<file path="src/sv/ordered_list_insert_delete_top_assert.svh">
// assertion macros for the ordered list block
// used by ordered_list_insert_delete_top; no other dependencies
`ifndef ORDERED_LIST_INSERT_DELETE_TOP_ASSERT_SVH
`define ORDERED_LIST_INSERT_DELETE_TOP_ASSERT_SVH

// same-cycle implication, disabled while reset is low
`define OLID_ASSERT_NOW(lbl, clk, rst_n, ante, cons, msg) \
  lbl: assert property (@(posedge clk) disable iff (!rst_n) (ante) |-> (cons)) \
    else $error(msg);

// next-cycle implication, disabled while reset is low
`define OLID_ASSERT_NEXT(lbl, clk, rst_n, ante, cons, msg) \
  lbl: assert property (@(posedge clk) disable iff (!rst_n) (ante) |=> (cons)) \
    else $error(msg);

`endif

</file>
<file path="src/sv/olid_pkg.sv">
// shared types and constants of the ordered list block
// no dependencies
`timescale 1ns / 1ps
`default_nettype none

package olid_pkg;

  localparam int unsigned OLID_CAPACITY = 16;
  localparam int unsigned VAL_W         = 32;
  localparam int unsigned POS_W         = 5;

  typedef enum logic [2:0] {
    OP_INSERT = 3'd0,
    OP_DELETE = 3'd1,
    OP_GET    = 3'd2,
    OP_LOCATE = 3'd3,
    OP_CLEAR  = 3'd4
  } op_e;

  typedef enum logic [1:0] {
    CELL_HOLD,
    CELL_ROT,
    CELL_INS,
    CELL_DEL
  } cell_cmd_e;

  typedef enum logic [1:0] {
    ST_IDLE,
    ST_SWEEP,
    ST_COMMIT
  } olid_state_e;

endpackage

`default_nettype wire

</file>
<file path="src/sv/ordered_list_insert_delete_top.sv">
// top level of the ordered list: control, sweep and output register
// depends on olid_pkg, olid_cell and ordered_list_insert_delete_top_assert.svh
//
//  channel | dir | tdata (low bit up)                               | tuser
//  s_axis  | in  | position[4:0], new_value[36:5], zero pad to 40   | opcode[2:0]
//  m_axis  | out | ok[0], read_value[32:1], found_position[37:33], | none
//          |     | list_length[42:38], is_empty[43], zero pad to 48 |
//
// insert, clear and unused opcodes go from the input beat straight to commit
// get, delete and locate sweep first; the entries rotate once
// through the cell chain and are inspected at cell zero, one per cycle
// one item at a time; a new input beat is taken in the cycle after the result
// is loaded, even while that result still waits in the output register
// reset clears the length and the control state; entries are not cleared
`timescale 1ns / 1ps
`default_nettype none

module ordered_list_insert_delete_top
  import olid_pkg::*;
#(
  parameter int unsigned CAPACITY = OLID_CAPACITY
) (
  input  wire logic        clk_i,
  input  wire logic        rst_ni,
  input  wire logic        s_axis_tvalid,
  output logic             s_axis_tready,
  input  wire logic [39:0] s_axis_tdata,   // position, new_value
  input  wire logic [2:0]  s_axis_tuser,   // opcode
  output logic             m_axis_tvalid,
  input  wire logic        m_axis_tready,
  output logic [47:0]      m_axis_tdata    // ok, read_value, found_position,
                                           // list_length, is_empty
);

`include "ordered_list_insert_delete_top_assert.svh"

  localparam int unsigned IdxW = (CAPACITY > 1) ? $clog2(CAPACITY) : 1;
  localparam int unsigned CntW = $clog2(CAPACITY + 1);
  localparam int unsigned CmpW = (CntW > POS_W) ? CntW : POS_W;
  localparam logic [IdxW-1:0] LastIdx = IdxW'(CAPACITY - 1);
  localparam logic [CntW-1:0] CapCnt  = CntW'(CAPACITY);

  olid_state_e state_q, state_d;

  logic [2:0]              op_q, op_d;
  logic [POS_W-1:0]        pos_q, pos_d;
  logic signed [VAL_W-1:0] val_q, val_d;
  logic [CntW-1:0]         count_q, count_d;
  logic [IdxW-1:0]         step_q, step_d;
  logic                    found_q, found_d;
  logic [CntW-1:0]         fpos_q, fpos_d;
  logic signed [VAL_W-1:0] rd_q, rd_d;

  logic                    m_valid_q, m_valid_d;
  logic [47:0]             m_data_q, m_data_d;

  cell_cmd_e               cell_cmd;
  logic [IdxW-1:0]         cell_sel;
  logic signed [VAL_W-1:0] cell_data [CAPACITY];

  logic            in_beat;
  logic            out_free;
  logic            commit;
  logic [CmpW-1:0] pos_ext, cnt_ext, step_ext, pos_m1;
  logic            pos_ok_rd, pos_ok_ins;
  logic            res_ok;
  logic [VAL_W-1:0] res_rd;
  logic [CmpW-1:0] res_found_ext, res_len_ext;

  // ---------------- cell chain ----------------
  for (genvar g = 0; g < CAPACITY; g++) begin : g_cell
    logic signed [VAL_W-1:0] lower, upper;
    if (g == 0) begin : g_first
      assign lower = val_q;
    end else begin : g_mid_lo
      assign lower = cell_data[g-1];
    end
    if (g == CAPACITY - 1) begin : g_last
      assign upper = cell_data[0];
    end else begin : g_mid_hi
      assign upper = cell_data[g+1];
    end
    olid_cell #(
      .IdxW  (IdxW),
      .Index (g)
    ) u_cell (
      .clk_i       (clk_i),
      .cmd_i       (cell_cmd),
      .sel_i       (cell_sel),
      .new_value_i (val_q),
      .lower_i     (lower),
      .upper_i     (upper),
      .data_o      (cell_data[g])
    );
  end

  // ---------------- decode ----------------
  assign in_beat  = s_axis_tvalid && s_axis_tready;
  assign out_free = !m_valid_q || m_axis_tready;
  assign pos_ext  = CmpW'(pos_q);
  assign cnt_ext  = CmpW'(count_q);
  assign step_ext = CmpW'(step_q);
  assign pos_m1   = pos_ext - CmpW'(1);
  assign cell_sel = pos_m1[IdxW-1:0];

  assign pos_ok_rd  = (pos_ext != '0) && (pos_ext <= cnt_ext);
  assign pos_ok_ins = (count_q < CapCnt) && (pos_ext != '0) &&
                      ({1'b0, pos_ext} <= ({1'b0, cnt_ext} + (CmpW + 1)'(1)));

  // ---------------- control ----------------
  always_comb begin
    state_d   = state_q;
    op_d      = op_q;
    pos_d     = pos_q;
    val_d     = val_q;
    count_d   = count_q;
    step_d    = step_q;
    found_d   = found_q;
    fpos_d    = fpos_q;
    rd_d      = rd_q;
    cell_cmd  = CELL_HOLD;
    commit    = 1'b0;
    res_ok    = 1'b0;
    res_rd    = '0;
    s_axis_tready = 1'b0;

    unique case (state_q)
      ST_IDLE: begin
        s_axis_tready = 1'b1;
        if (s_axis_tvalid) begin
          op_d    = s_axis_tuser;
          pos_d   = s_axis_tdata[POS_W-1:0];
          val_d   = s_axis_tdata[POS_W+VAL_W-1:POS_W];
          step_d  = '0;
          found_d = 1'b0;
          fpos_d  = '0;
          rd_d    = '0;
          case (op_e'(s_axis_tuser)) inside
            OP_DELETE, OP_GET, OP_LOCATE: state_d = ST_SWEEP;
            default:                      state_d = ST_COMMIT;
          endcase
        end
      end
      ST_SWEEP: begin
        // cell zero holds entry step_q during this cycle
        cell_cmd = CELL_ROT;
        if (!found_q && (step_ext < cnt_ext) && (cell_data[0] == val_q)) begin
          found_d = 1'b1;
          fpos_d  = CntW'(step_q) + CntW'(1);
        end
        if (step_ext == pos_m1) begin
          rd_d = cell_data[0];
        end
        step_d = step_q + IdxW'(1);
        if (step_q == LastIdx) begin
          state_d = ST_COMMIT;
        end
      end
      ST_COMMIT: begin
        if (out_free) begin
          commit  = 1'b1;
          state_d = ST_IDLE;
          case (op_e'(op_q))
            OP_INSERT: begin
              if (pos_ok_ins) begin
                res_ok   = 1'b1;
                cell_cmd = CELL_INS;
                count_d  = count_q + CntW'(1);
              end
            end
            OP_DELETE: begin
              if (pos_ok_rd) begin
                res_ok   = 1'b1;
                res_rd   = rd_q;
                cell_cmd = CELL_DEL;
                count_d  = count_q - CntW'(1);
              end
            end
            OP_GET: begin
              if (pos_ok_rd) begin
                res_ok = 1'b1;
                res_rd = rd_q;
              end
            end
            OP_LOCATE: res_ok = found_q;
            OP_CLEAR: begin
              res_ok  = 1'b1;
              count_d = '0;
            end
            default: res_ok = 1'b0;
          endcase
        end
      end
      default: state_d = ST_IDLE;
    endcase
  end

  assign res_found_ext = (op_e'(op_q) == OP_LOCATE) ? CmpW'(fpos_q) : '0;
  assign res_len_ext   = CmpW'(count_d);

  always_comb begin
    m_valid_d = m_valid_q;
    m_data_d  = m_data_q;
    if (commit) begin
      m_valid_d = 1'b1;
      m_data_d  = {4'b0, (count_d == '0), res_len_ext[POS_W-1:0],
                   res_found_ext[POS_W-1:0], res_rd, res_ok};
    end else if (m_axis_tready) begin
      m_valid_d = 1'b0;
    end
  end

  always_ff @(posedge clk_i or negedge rst_ni) begin
    if (!rst_ni) begin
      state_q   <= ST_IDLE;
      count_q   <= '0;
      m_valid_q <= 1'b0;
      step_q    <= '0;
      found_q   <= 1'b0;
    end else begin
      state_q   <= state_d;
      count_q   <= count_d;
      m_valid_q <= m_valid_d;
      step_q    <= step_d;
      found_q   <= found_d;
    end
  end

  always_ff @(posedge clk_i) begin
    op_q     <= op_d;
    pos_q    <= pos_d;
    val_q    <= val_d;
    fpos_q   <= fpos_d;
    rd_q     <= rd_d;
    m_data_q <= m_data_d;
  end

  assign m_axis_tvalid = m_valid_q;
  assign m_axis_tdata  = m_data_q;

  // ---------------- assertions ----------------
  `OLID_ASSERT_NOW(a_count_cap, clk_i, rst_ni, 1'b1, count_q <= CapCnt,
    "list length above capacity")
  `OLID_ASSERT_NEXT(a_one_item, clk_i, rst_ni, in_beat, !s_axis_tready,
    "input taken while an item is in flight")
  `OLID_ASSERT_NEXT(a_commit_out, clk_i, rst_ni, commit, m_axis_tvalid,
    "result lost at commit")
  `OLID_ASSERT_NOW(a_empty_flag, clk_i, rst_ni, m_axis_tvalid,
    m_axis_tdata[43] == (m_axis_tdata[42:38] == 5'd0) || (CAPACITY > 31),
    "empty flag disagrees with length")

endmodule

`default_nettype wire

</file>
<file path="src/sv/olid_cell.sv">
// one storage cell of the list chain: holds one entry
// depends on olid_pkg; neighbors wired by the top level
`timescale 1ns / 1ps
`default_nettype none

module olid_cell
  import olid_pkg::*;
#(
  parameter int unsigned IdxW  = 4,
  parameter int unsigned Index = 0
) (
  input  wire logic                    clk_i,
  input  wire cell_cmd_e               cmd_i,
  input  wire logic [IdxW-1:0]         sel_i,
  input  wire logic signed [VAL_W-1:0] new_value_i,
  input  wire logic signed [VAL_W-1:0] lower_i,
  input  wire logic signed [VAL_W-1:0] upper_i,
  output logic signed [VAL_W-1:0]      data_o
);

  localparam logic [IdxW-1:0] MyIdx = IdxW'(Index);

  logic signed [VAL_W-1:0] data_q, data_d;

  always_comb begin
    data_d = data_q;
    unique case (cmd_i)
      CELL_HOLD: data_d = data_q;
      // rotate toward cell zero
      CELL_ROT:  data_d = upper_i;
      CELL_INS: begin
        if (MyIdx == sel_i) begin
          data_d = new_value_i;
        end else if (MyIdx > sel_i) begin
          data_d = lower_i;
        end
      end
      CELL_DEL: begin
        if (MyIdx >= sel_i) begin
          data_d = upper_i;
        end
      end
      default: data_d = data_q;
    endcase
  end

  always_ff @(posedge clk_i) begin
    data_q <= data_d;
  end

  assign data_o = data_q;

endmodule

`default_nettype wire
</file>
<file path="config.mk">
export PLATFORM = sky130hd
export DESIGN_NAME = ordered_list_insert_delete_top
export DESIGN_NICKNAME = d
export VERILOG_FILES = /design/src/sv/olid_pkg.sv /design/src/sv/ordered_list_insert_delete_top.sv /design/src/sv/olid_cell.sv
export VERILOG_INCLUDE_DIRS = /design/src /design/src/sv
export SDC_FILE = /design/constraint.sdc
export NUM_CORES = 1
export LEC_CHECK = 0
export BUFFER_PORTS_ARGS = -buffer_cell sky130_fd_sc_hd__buf_2
export CAP_MARGIN = 40
export CORE_MARGIN = 8
export CORE_UTILIZATION = 57
export CTS_CLUSTER_SIZE = 28
export DETAILED_ROUTE_END_ITERATION = 12
export PLACE_DENSITY = 0.75
export RECOVER_POWER = 25
export SLEW_MARGIN = 40
export SYNTH_ARGS = -nofsm -noshare
export SYNTH_HDL_FRONTEND = slang
export SYNTH_SLANG_ARGS = --single-unit
</file>
<file path="constraint.sdc">
create_clock -name clk_i -period 4.2 [get_ports clk_i]
set_clock_uncertainty 0.05 [all_clocks]
set_input_delay 0.42 -clock clk_i [delete_from_list [all_inputs] [get_ports clk_i]]
set_output_delay 0.42 -clock clk_i [all_outputs]
set_load 0.01 [all_outputs]
</file>
== After elaboration in Yosys (flattened, before gate mapping) ==
Index checks and enable logic that the tools add are counted.
Storage, ports and cells
  flip-flop bits (word level): 646
  input bits: 47
  output and inout bits: 50
  word-level logic and storage cells: 279
Operators by class
  add/subtract/negate cells: 6
  magnitude comparators: 36
  equality and inequality tests: 67
  muxes and demuxes: 98
  bitwise gates (word level): 1
  reductions and logical operators: 41
Operator list (number)
  2-to-1 mux 32 bit: 50
  case mux 32 bit (3 select lines): 16
  case mux 32 bit (2 select lines): 1
  AND reduction 3 bit: 19
  != test 3 x 1 -> 1 bit, second input constant: 16
  equality test 32 bit: 1
  equality test 4 bit, first input constant: 8
  greater-or-equal comparator 4 bit, first input constant: 8
  greater-than comparator 4 bit, first input constant: 8
  != test 2 x 1 -> 1 bit, second input constant: 16
  2-to-1 mux 5 bit: 6
  equality test 3 x 4 -> 1 bit, first input constant: 4
  greater-or-equal comparator 3 x 4 -> 1 bit, first input constant: 4
  greater-than comparator 3 x 4 -> 1 bit, first input constant: 4
  case mux 5 bit (3 select lines): 1
  2-to-1 mux 2 bit: 7
  equality test 3 x 2 -> 1 bit, second input constant: 4
  != test 2 bit, second input constant: 5
  case mux 5 bit (2 select lines): 1
  subtractor 5 x 1 -> 5 bit, second input constant: 2
  2-to-1 mux 1 bit: 9
  equality test 2 x 4 -> 1 bit, first input constant: 2
  greater-or-equal comparator 1 x 4 -> 1 bit, first input constant: 2
  greater-or-equal comparator 2 x 4 -> 1 bit, first input constant: 2
  37 further kinds: 53

== Depth between registers and ports, before layout ==
Gate-level depths: netlist of run 1.
  depth in word-level cells: 10
  depth in mapped cells: 16
  mapped depth without buffers: 11

== Cells and area by module ==
A second synthesis of run 1 with hierarchy kept.
Second synthesis, totals
  cell total of the unflattened synthesis: 2722
  area, all modules: 33141.8 µm²
By module, submodules not included
  ordered_list_insert_delete_top: times used 1, cells an instance 440, area each 6032.0 µm², sequential area each 3958.8 µm²
  olid_cell at g_cell[12].u_cell ...: times used 2, cells an instance 143, area each 1695.4 µm², sequential area each 960.9 µm²
  olid_cell at g_cell[3].u_cell ...: times used 2, cells an instance 143, area each 1694.1 µm², sequential area each 960.9 µm²
  olid_cell at g_cell[11].u_cell ...: times used 2, cells an instance 142, area each 1679.1 µm², sequential area each 960.9 µm²
  olid_cell at g_cell[4].u_cell: times used 1, cells an instance 145, area each 1726.7 µm², sequential area each 960.9 µm²
  olid_cell at g_cell[8].u_cell: times used 1, cells an instance 143, area each 1722.9 µm², sequential area each 960.9 µm²
  olid_cell at g_cell[2].u_cell: times used 1, cells an instance 142, area each 1705.4 µm², sequential area each 960.9 µm²
  olid_cell at g_cell[0].u_cell: times used 1, cells an instance 141, area each 1702.9 µm², sequential area each 960.9 µm²
  olid_cell at g_cell[1].u_cell: times used 1, cells an instance 142, area each 1702.9 µm², sequential area each 960.9 µm²
  olid_cell at g_cell[10].u_cell: times used 1, cells an instance 144, area each 1696.6 µm², sequential area each 960.9 µm²
  olid_cell at g_cell[6].u_cell: times used 1, cells an instance 143, area each 1696.6 µm², sequential area each 960.9 µm²
  olid_cell at g_cell[14].u_cell: times used 1, cells an instance 143, area each 1686.6 µm², sequential area each 960.9 µm²
  olid_cell at g_cell[13].u_cell: times used 1, cells an instance 142, area each 1670.4 µm², sequential area each 960.9 µm²
  olid_cell at g_cell[15].u_cell: times used 1, cells an instance 141, area each 1661.6 µm², sequential area each 960.9 µm²

== Worst setup path before layout of run 1 ==
Ideal clock, no wire load.
  kind: reg-to-reg
  from: reg count_q[2] (netlist: cnt_ext[2])
  to: reg g_cell[10].u_cell.data_q[0] (enable)
  setup time: 0.432 ns
  data arrival time: 4.103 ns
  required time: 3.718 ns
  path slack: -0.385 ns
  cell stages (with the launch flop): 14
  path buffers: 2
  period minus slack after synthesis: 4.585 ns
  cells stage by stage: dfrtp_1 clkbuf_1 inv_1 nor3_1 xnor2_1 ha_1 and3_1 a211oi_2 a32o_2 nand3_2 a21oi_1 o21ai_1 clkbuf_1 a21oi_1
Between the ends
  longest elaborated chain between the ends: 10
  elaborated cells on any way between the ends: 19
  classes of those cells: add/sub (1); order compare (3); eq/ne (4); mux (5); bitwise (1); reduce/logical (5)
RTL lines
  start: declaration: RTL line ordered_list_insert_delete_top.sv:48  | logic [CntW-1:0] count_q, count_d;
  start signal: assignment: RTL line ordered_list_insert_delete_top.sv:222  | count_q <= count_d;
  adder 5 x 1 -> 6 bit or less-than comparator 5 bit (tied branches): RTL line ordered_list_insert_delete_top.sv:108, ordered_list_insert_delete_top.sv:107
  less-or-equal comparator 5 x 6 -> 1 bit or logical AND 1 bit (tied branches): RTL line ordered_list_insert_delete_top.sv:108, ordered_list_insert_delete_top.sv:107
  logical AND 1 bit: RTL line ordered_list_insert_delete_top.sv:107  | assign pos_ok_ins = (count_q < CapCnt) && (pos_ext != '0) &&
  2-to-1 mux 2 bit: RTL line ordered_list_insert_delete_top.sv:165  | if (pos_ok_ins) begin
  case mux 2 bit (2 select lines) (*): RTL line ordered_list_insert_delete_top.sv:163  | case (op_e'(op_q))
  2-to-1 mux 2 bit (*): RTL line ordered_list_insert_delete_top.sv:160  | if (out_free) begin
  case mux 2 bit (2 select lines) (*): RTL line ordered_list_insert_delete_top.sv:127  | unique case (state_q)
  equality test 2 bit or zero test 2 bit (tied branches): RTL line olid_cell.sv:27  | unique case (cmd_i)
  != test 3 x 1 -> 1 bit (no line) (tied with other cells)
  AND reduction 3 bit (no line) (*)
  end signal: assignment: RTL line olid_cell.sv:48  | data_q <= data_d;
  end: declaration: RTL line olid_cell.sv:23  | logic signed [VAL_W-1:0] data_q, data_d;
Every way passes the cells marked *; elsewhere a longest branch is shown, timed or not.
A chain may end at the register's enable or synchronous reset.

== Worst setup path in the final report of run 1 ==
  from: reg count_q[2] (netlist: cnt_ext[2])
  to: reg g_cell[11].u_cell.data_q[28] (data pin)
Between the ends
  longest elaborated chain between the ends: 9
  elaborated cells on any way between the ends: 16
  classes of those cells: add/sub (1); order compare (3); eq/ne (3); mux (6); reduce/logical (3)
RTL lines (RTL line)
  adder 5 x 1 -> 6 bit or less-than comparator 5 bit (tied branches): ordered_list_insert_delete_top.sv:108, ordered_list_insert_delete_top.sv:107
  less-or-equal comparator 5 x 6 -> 1 bit or logical AND 1 bit (tied branches): ordered_list_insert_delete_top.sv:108, ordered_list_insert_delete_top.sv:107
  logical AND 1 bit: ordered_list_insert_delete_top.sv:107
  2-to-1 mux 2 bit: ordered_list_insert_delete_top.sv:165
  case mux 2 bit (2 select lines) (*): ordered_list_insert_delete_top.sv:163
  2-to-1 mux 2 bit (*): ordered_list_insert_delete_top.sv:160
  case mux 2 bit (2 select lines) (*): ordered_list_insert_delete_top.sv:127
  equality test 2 bit or equality test 2 x 1 -> 1 bit (tied branches): olid_cell.sv:27
  case mux 32 bit (3 select lines) (*): olid_cell.sv:27
  named net g_cell[11].u_cell.data_d[28]: olid_cell.sv:23
  end signal: assignment: olid_cell.sv:48
  end: declaration: olid_cell.sv:23
Mark *: on every way through the listed nets, which the timed path passes. The rest lies on a longest branch.

==> summary.txt, run 1 <==
Outcome
  – Outcome: finished with violations
  – Failing checks: max-capacitance violations, max-slew violations

Global routing
  – Number of global-route vias before repair: 21160
  – First-pass GRT wire length: 125200 um
  – Initial antenna violation count: 0
  – GRT Overall Usage: 25.21%
  – Global route overflow: 0
  – Largest net degree at the start of global routing: 92

Logic synthesis
  – Main area contributors after synthesis: edfxtp_1, mux2i_1, o21ai_1, nand2_1, buf_6
  – Synth warn: 0
  – Yosys top cell by area: edfxtp_1
  – Post-synthesis simple-gate area fraction: 8.682%
  – EDFF count, synth: 633
  – Synth Register Bits: 646
  – Synth top area share: 58.49%
  – Mapped cell area: 32500 um^2
  – Xor-xnor portion of the synthesized cell area: 1.182%
  – Post-Synthesis Cells: 2699
  – Ys async rst share: 2.012%
  – Mux cell area share after synthesis: 16.33%
  – Post-synthesis compound-gate area fraction: 8.798%
  – Syn avg cell area: 12.04 um^2
  – Synth Area in Adders: 0.8856%
  – Main combinational cell family by area after synthesis: multiplexers
  – Netlist cell types: 59
  – Top_reg_cell synth: edfxtp_1
  – Seq/Total Area, Yosys: 59.49%

Pwr
  – Final Power: 19430 uW
  – LEAKAGE: 0.01594 uW
  – Switching Fraction: 31.23%
  – Clock power frac: 29.2%
  – NetSw: 6068 uW
  – IR drop worst, VDD: 400.3 uV
  – Reg power frac: 48.9%
  – Logic pwr share: 21.8%
  – P_int: 13360 uW
  – Pwr Density: 539.5 nW/um^2

STA
  – Worst Tran Pin Value: 2.425 ns
  – Final-report max-slew violation count: 88
  – Peak Freq: 250.9 MHz
  – Final WS setup: 0.2151 ns
  – Setup violators final: 0
  – Tmin final: 3.985 ns
  – Fin crit share: 94.88%
  – RSZ-0062 raised after global routing: false
  – Fin. Hold Viols: 0
  – Sum Neg Setup Slack: 0 ns
  – Max-slew headroom: -61.64%

Floorplanning
  – Ports: 97
  – Cell Rows: 87
  – Core footprint: 56390 um^2
  – Initial Util: 57.63%
  – Die width: 254.8 um
  – Die height: 254.8 um
  – Die Footprint: 64910 um^2

Cells and area
  – Non-Filler Instances: 3548
  – Antenna cells: 0
  – Fin nets: 2812
  – Area Growth Syn to Fin: 10.82%
  – Post-route cell area: 36010 um^2
  – Share of cells above drive strength 1: 9.778%

Setup path
  – CP Data Arrival Time: 4.28 ns
  – Worst Path Max Fanout: 53
  – Setup crit start kind: flip-flop
  – Worst Setup End Kind: flip-flop
  – Critical path data required time: 4.50 ns
  – CP Class: reg -> reg

Drt
  – DRT iter0 DRCs: 2216
  – Antenna viol nets, final: 0
  – Via count: 21560
  – TritonRoute pass-1 iters: 6
  – Wire per inst: 23.32 um
  – Via/cell ratio: 6.078
  – Detailed-route DRC error count: 0
  – Final WL: 82740 um

Place
  – Placed cell count: 3386
  – RePlAce Congestion: 0.8498
  – Pre-CTS WS: 0.1991 ns
  – Port Buffers: 89
  – Hpwl dp: 49570 um
  – Cell Area, Placed: 33650 um^2

Hold path
  – Worst Hold Class: in -> reg

Job
  – Max-cap violations: 2

CTS
  – Setup Buffers After CTS: 0
  – Root buf cell: clkbuf_16
  – Worst skew pair latency: 0.61 ns
  – Number of clock sinks: 646
  – CTS tree: done
  – Max Root-Sink Buffers: 3
  – CTS clk-pin slew, worst paths: 0.06 ns
  – H-Tree Depth: 3
  – CTS Buf Count: 67
==> cell usage after synthesis, types with 6 or more instances <==
master      n
nand3_1    10
mux2_4     32
ha_1       23
dfrtp_1    13
nand4_1    10
inv_1      19
mux2i_1   482
edfxtp_1  633
clkbuf_1  124
nand2_1   508
nand2b_1    6
buf_2      42
xnor2_1    37
nor2_1     20
a21oi_1    25
o21ai_1   400
o21ai_0    98
and2_1     72
buf_4      19
buf_6      53
==> sequential cells by signal, summed over array words and instances (netlist names) <==
signal / cells
step_q: 4
m_axis_tvalid: 1
g_cell.u_cell.data_o: 512
op_q: 3
rd_q: 32
cnt_ext: 5
fpos_q: 5
found_q: 1
m_axis_tdata: 44
pos_ext: 5
g_cell.lower: 32
state_q: 2
==> cells in the final DEF (no fill, tap or decap), types with 4 or more instances in the layout <==
cell type and instances:
mux2i_1 482, clkinv_2 6, xor2_1 5, nand4_1 10, clkinv_1 18, mux2_4 32
inv_6 5, edfxtp_1 633, buf_4 51, bufinv_16 4, nand2_1 498, a21oi_4 12
a21oi_1 13, buf_2 29, and2_0 39, inv_1 18, dfrtp_1 13, dlygate4sd3_1 41
o21ai_0 103, clkbuf_16 68, xnor2_1 37, ha_1 23, buf_12 26, clkbuf_1 79
o21ai_1 394, nand3_1 10, and2_1 33, conb_1 4, nor2_1 19, nand2b_1 6
nand2_2 14, nor2b_1 5
==> stage by stage <==
step / utilization [%] / hold WS [ns]
2_1_floorplan: - / 0.07441
6_report: 63.87 / 0.1072
4_1_cts: 64.03 / 0.07793
3_3_place_gp: 59.65 / 0.2708
5_1_grt: 63.87 / 0.1311
3_5_place_dp: 59.68 / 0.2843
==> per-layer routing <==
| layer | vias to the layer above | share of wire, % | global-route usage [%] | routed length [um] |
|---|---|---|---|---|
| met5 | - | 0 | 0 | 0 |
| met4 | 0 | 3.2 | 9.441 | 2641 |
| met1 | 10510 | 41 | 34.74 | 33640 |
| li1 | 9849 | - | - | - |
| met3 | 178 | 9.7 | 3.882 | 7989 |
| met2 | 1025 | 46 | 40.39 | 38470 |
==> critical path, stage by stage (launching register included) <==
cell and delay, ns:
dfrtp_1 0.49, inv_1 0.19, nor3_2 0.32, xnor2_1 0.20
ha_1 0.30, and3_1 0.20, a211oi_2 0.15, a32o_2 0.24
nand3_2 0.15, or3_4 0.62, buf_12 0.31, buf_4 0.25
nand2_1 0.11, o21ai_1 0.07
==> area by class of cell <==
type / count / area, um^2
sequential: 646 / 19330
clock inverter: 34 / 277.8
multi-input combinational: 1795 / 11890
tap: 756 / 945.9
clock buffer: 85 / 1765
timing repair buffer: 213 / 1730
inverter: 19 / 72.57
fill: 4192 / 20370
==> logic make-up after synthesis <==
group                    count (synthesis)
buffers and inverters                  261
XOR/XNOR                                43
adder cells (fa/ha/maj)                 23
multiplexers                           514
AO/OA/AOI/OAI                          552
flip-flops                             646
other                                    1
AND/OR/NAND/NOR                        659
==> power by group through the flow <==
stage	registers [uW]	logic, uW	clock network, uW
2_1_floorplan	9180	2920	0
3_3_place_gp	9530	4070	0
3_5_place_dp	9580	4230	0
4_1_cts	9470	4280	5760
5_1_grt	9620	4560	5980
6_report	9510	4240	5680
==> final timing paths <==
| kind | startpoint | cells after the start | to | slack (ns) |
|---|---|---|---|---|
| max in group asynchronous | rst_ni | 2 | step_q[0] | 3.18 |
| setup / recovery | cnt_ext[2] | 13 | g_cell[11].u_cell.data_o[28] | 0.22 |
| hold / removal | m_axis_tready | 3 | m_axis_tvalid | 0.11 |
| setup reg to reg | cnt_ext[2] | 13 | g_cell[11].u_cell.data_o[28] | 0.22 |
| min in group asynchronous | rst_ni | 2 | cnt_ext[1] | 0.40 |
| hold reg to reg | fpos_q[3] | 1 | m_axis_tdata[36] | 0.47 |
==> repair_timing <==
| action | 4_1_cts | 5_1_grt |
|---|---|---|
| setup endpoints to repair | 0 | 216 |
| resized for setup | 0 | 1 |
| endpoints found under the hold margin | 53 | 0 |
| hold buffers | 41 | 0 |
No activity file was read; power rests on OpenSTA's default activity.
==> inputs of run 2 (changes only) <==
- BUFFER_PORTS_ARGS: -buffer_cell sky130_fd_sc_hd__buf_2 -> default
- CORE_UTILIZATION: 57 -> 58
- DONT_BUFFER_PORTS: default -> 1
- PLACE_DENSITY: 0.75 -> 0.74
==> summary.txt, run 2 (same netlist as run 1, synthesis figures left out) <==
Outcome
  – Outcome: finished with violations
  – Failing checks: max-capacitance violations, max-slew violations

Cells and area
  – Share of cells above drive strength 1: 9.429% (-0.35 points)
  – Post-route cell area: 35930 um^2 (-0.24%)
  – Max FFs per register: 512 (unchanged)
  – Fin nets: 2733 (-2.8%)
  – Area Growth Syn to Fin: 10.55%
  – Most frequent cells in the layout: edfxtp_1, nand2_1, mux2i_1
  – Fill count: 3966 (-5.4%)
  – Commonest non-fill, non-tap cell in the layout: edfxtp_1

Setup path
  – Cell family with most CP delay: compound AO/OA/AOI/OAI gates
  – Worst Path Max Fanout: 26 (-51%)
  – Crit-path cells: inv_1, nor3_1, xnor2_1, ha_1, and3_1, a211oi_2, a32o_2, nand3_2, a21oi_1, o21ai_4, buf_8, a21oi_4, buf_4
  – CP Class: reg -> reg
  – Setup crit start kind: flip-flop
  – Worst Setup End Kind: flip-flop
  – Critical path data required time: 4.38 ns (-0.12 ns)
  – WP buf/inv: 3 (unchanged)
  – Critical path's slowest cell: buf_4
  – CP Data Arrival Time: 4.10 ns (-0.18 ns)
  – Max stage delay on crit path: 0.47 ns (-0.15 ns)

Pwr
  – LEAKAGE: 0.01591 uW (-0.19%)
  – Pwr Density: 551.5 nW/um^2 (+2.2%)
  – IR drop worst, VDD: 313.6 uV (-22%)

Place
  – Port Buffers: 0 (-100%)
  – RePlAce Congestion: 0.8465 (-0.39%)
  – Hpwl dp: 49930 um (+0.73%)
  – Cell Area, Placed: 33270 um^2 (-1.1%)
  – Pre-CTS WS: 0.3505 ns (+0.1514 ns)

CTS
  – Post_cts resized: 0 (unchanged)
  – H-Tree Depth: 3 (unchanged)
  – CTS clk-pin slew, worst paths: 0.06 ns (about the same)
  – Root buf cell: clkbuf_16
  – Number of clock sinks: 646 (unchanged)
  – Max Root-Sink Buffers: 3 (unchanged)
  – Worst skew pair latency: 0.61 ns (about the same)
  – CTS Buf Count: 68 (+1.5%)
  – CTS tree: done

Drt
  – TritonRoute pass-1 iters: 6 (unchanged)
  – Via count: 21160 (-1.9%)
  – Detailed-route DRC error count: 0 (unchanged)
  – DRT iter0 DRCs: 2253 (+1.7%)
  – Final WL: 82020 um (-0.87%)
  – Antenna viol nets, final: 0 (unchanged)
  – Via/cell ratio: 6.109 (+0.52%)
  – Wire per inst: 23.68 um (+1.5%)

Global routing
  – Initial antenna violation count: 0 (unchanged)
  – Largest net degree at the start of global routing: 92 (unchanged)
  – Number of global-route vias before repair: 20470 (-3.2%)
  – First-pass GRT wire length: 123900 um (-1.0%)
  – GRT Overall Usage: 25.39% (+0.17 points)
  – Global route overflow: 0 (unchanged)

STA
  – Setup violators final: 0 (unchanged)
  – Final WS setup: 0.2807 ns (+0.06562 ns)
  – Final-report max-slew violation count: 85 (-3.4%)
  – Fin. Hold Viols: 0 (unchanged)
  – RSZ-0062 raised after global routing: false
  – Fin crit share: 93.32% (-1.6 points)
  – Worst Tran Pin Value: 2.061 ns (-0.3639 ns)
  – Max-slew headroom: -38.13% (+24 points)
  – Peak Freq: 255.2 MHz (+1.7%)
  – Tmin final: 3.919 ns (-0.06562 ns)

Job
  – Max-cap violations: 2 (unchanged)

Floorplanning
  – Ports: 97 (unchanged)
  – Die Footprint: 63860 um^2 (-1.6%)
  – Core footprint: 55200 um^2 (-2.1%)
  – Die height: 252.7 um (-0.81%)
  – Initial Util: 58.87% (+1.2 points)
  – Die width: 252.7 um (-0.81%)
  – Cell Rows: 86 (-1.1%)

Hold path
  – Worst Hold Class: in -> reg
==> run 2: changes by cell type in the layout (fill, tap and decap cells not counted), moves of 3 or more <==
cell	delta
clkbuf_1	-67
buf_2	-29
and2_0	+8
and2_1	-8
buf_4	+6
bufinv_16	+5
o21ai_0	-5
o21ai_1	+5
clkbuf_16	+4
clkinv_2	+3
inv_6	-3
==> run 2: cell type report <==
class	instances	area, um^2	area share [%]
antenna	1	2.502	0.006965
clock buffer	80	1832	5.099
clock inverter	42	440.4	1.226
inverter	19	72.57	0.2020
multi-input combinational	1795	11860	33.02
sequential	646	19330	53.82
tap	748	935.9	2.605
timing repair buffer	133	1446	4.026
==> run 2: per-stage QoR <==
step | utilization, % | total power, uW | TNS [ns] | hold slack [ns] | cells
2_1_floorplan | - | 12110 | -143.26 | 0.07441 | 2702
3_3_place_gp | 60.22 | 13500 | 0 | 0.07481 | 3296
3_5_place_dp | 60.27 | 13660 | 0 | 0.07481 | 3298
4_1_cts | 65.13 | 19880 | 0 | 0.004851 | 3461
5_1_grt | 65.08 | 20570 | 0 | 0.03339 | 3463
6_report | 65.08 | 19810 | 0 | 0.03774 | 3464
==> run 2: final timing paths <==
path	startpoint	end	slack, ns	cells past startpoint
max in group asynchronous	rst_ni	state_q[1]	3.44	1
setup / recovery	cnt_ext[0]	g_cell[13].u_cell.data_o[6]	0.28	13
hold / removal	s_axis_tvalid	step_q[3]	0.04	4
hold reg to reg	rd_q[23]	m_axis_tdata[24]	0.46	1
min in group asynchronous	rst_ni	cnt_ext[4]	0.24	1
setup reg to reg	cnt_ext[0]	g_cell[13].u_cell.data_o[6]	0.28	13
==> run 2: repair_timing <==
item                                   CTS  global route
buffers inserted                         0             0
hold buffers                            41             0
endpoints found under the hold margin   54             0
==> run 2: tightest hold or removal path: stages <==
cell,delay [ns]
nand2_1,0.03
nand2_1,0.06
a22oi_1,0.06
o21ai_0,0.07
==> run 2: power breakdown <==
group	internal (uW)	switching [uW]	total, uW
sequential	8630	936	9570
combinational	1460	2600	4050
clock	3670	2520	6190
total	13800	6050	19800
==> run 2: metal layers <==
| layer | GRT usage (%) | up-vias | part of all wire [%] |
|---|---|---|---|
| li1 | - | 9694 | - |
| met1 | 34.70 | 10330 | 41 |
| met2 | 40.65 | 978 | 47 |
| met3 | 4.472 | 163 | 9.1 |
| met4 | 9.254 | 0 | 2.9 |
| met5 | 0 | - | 0 |
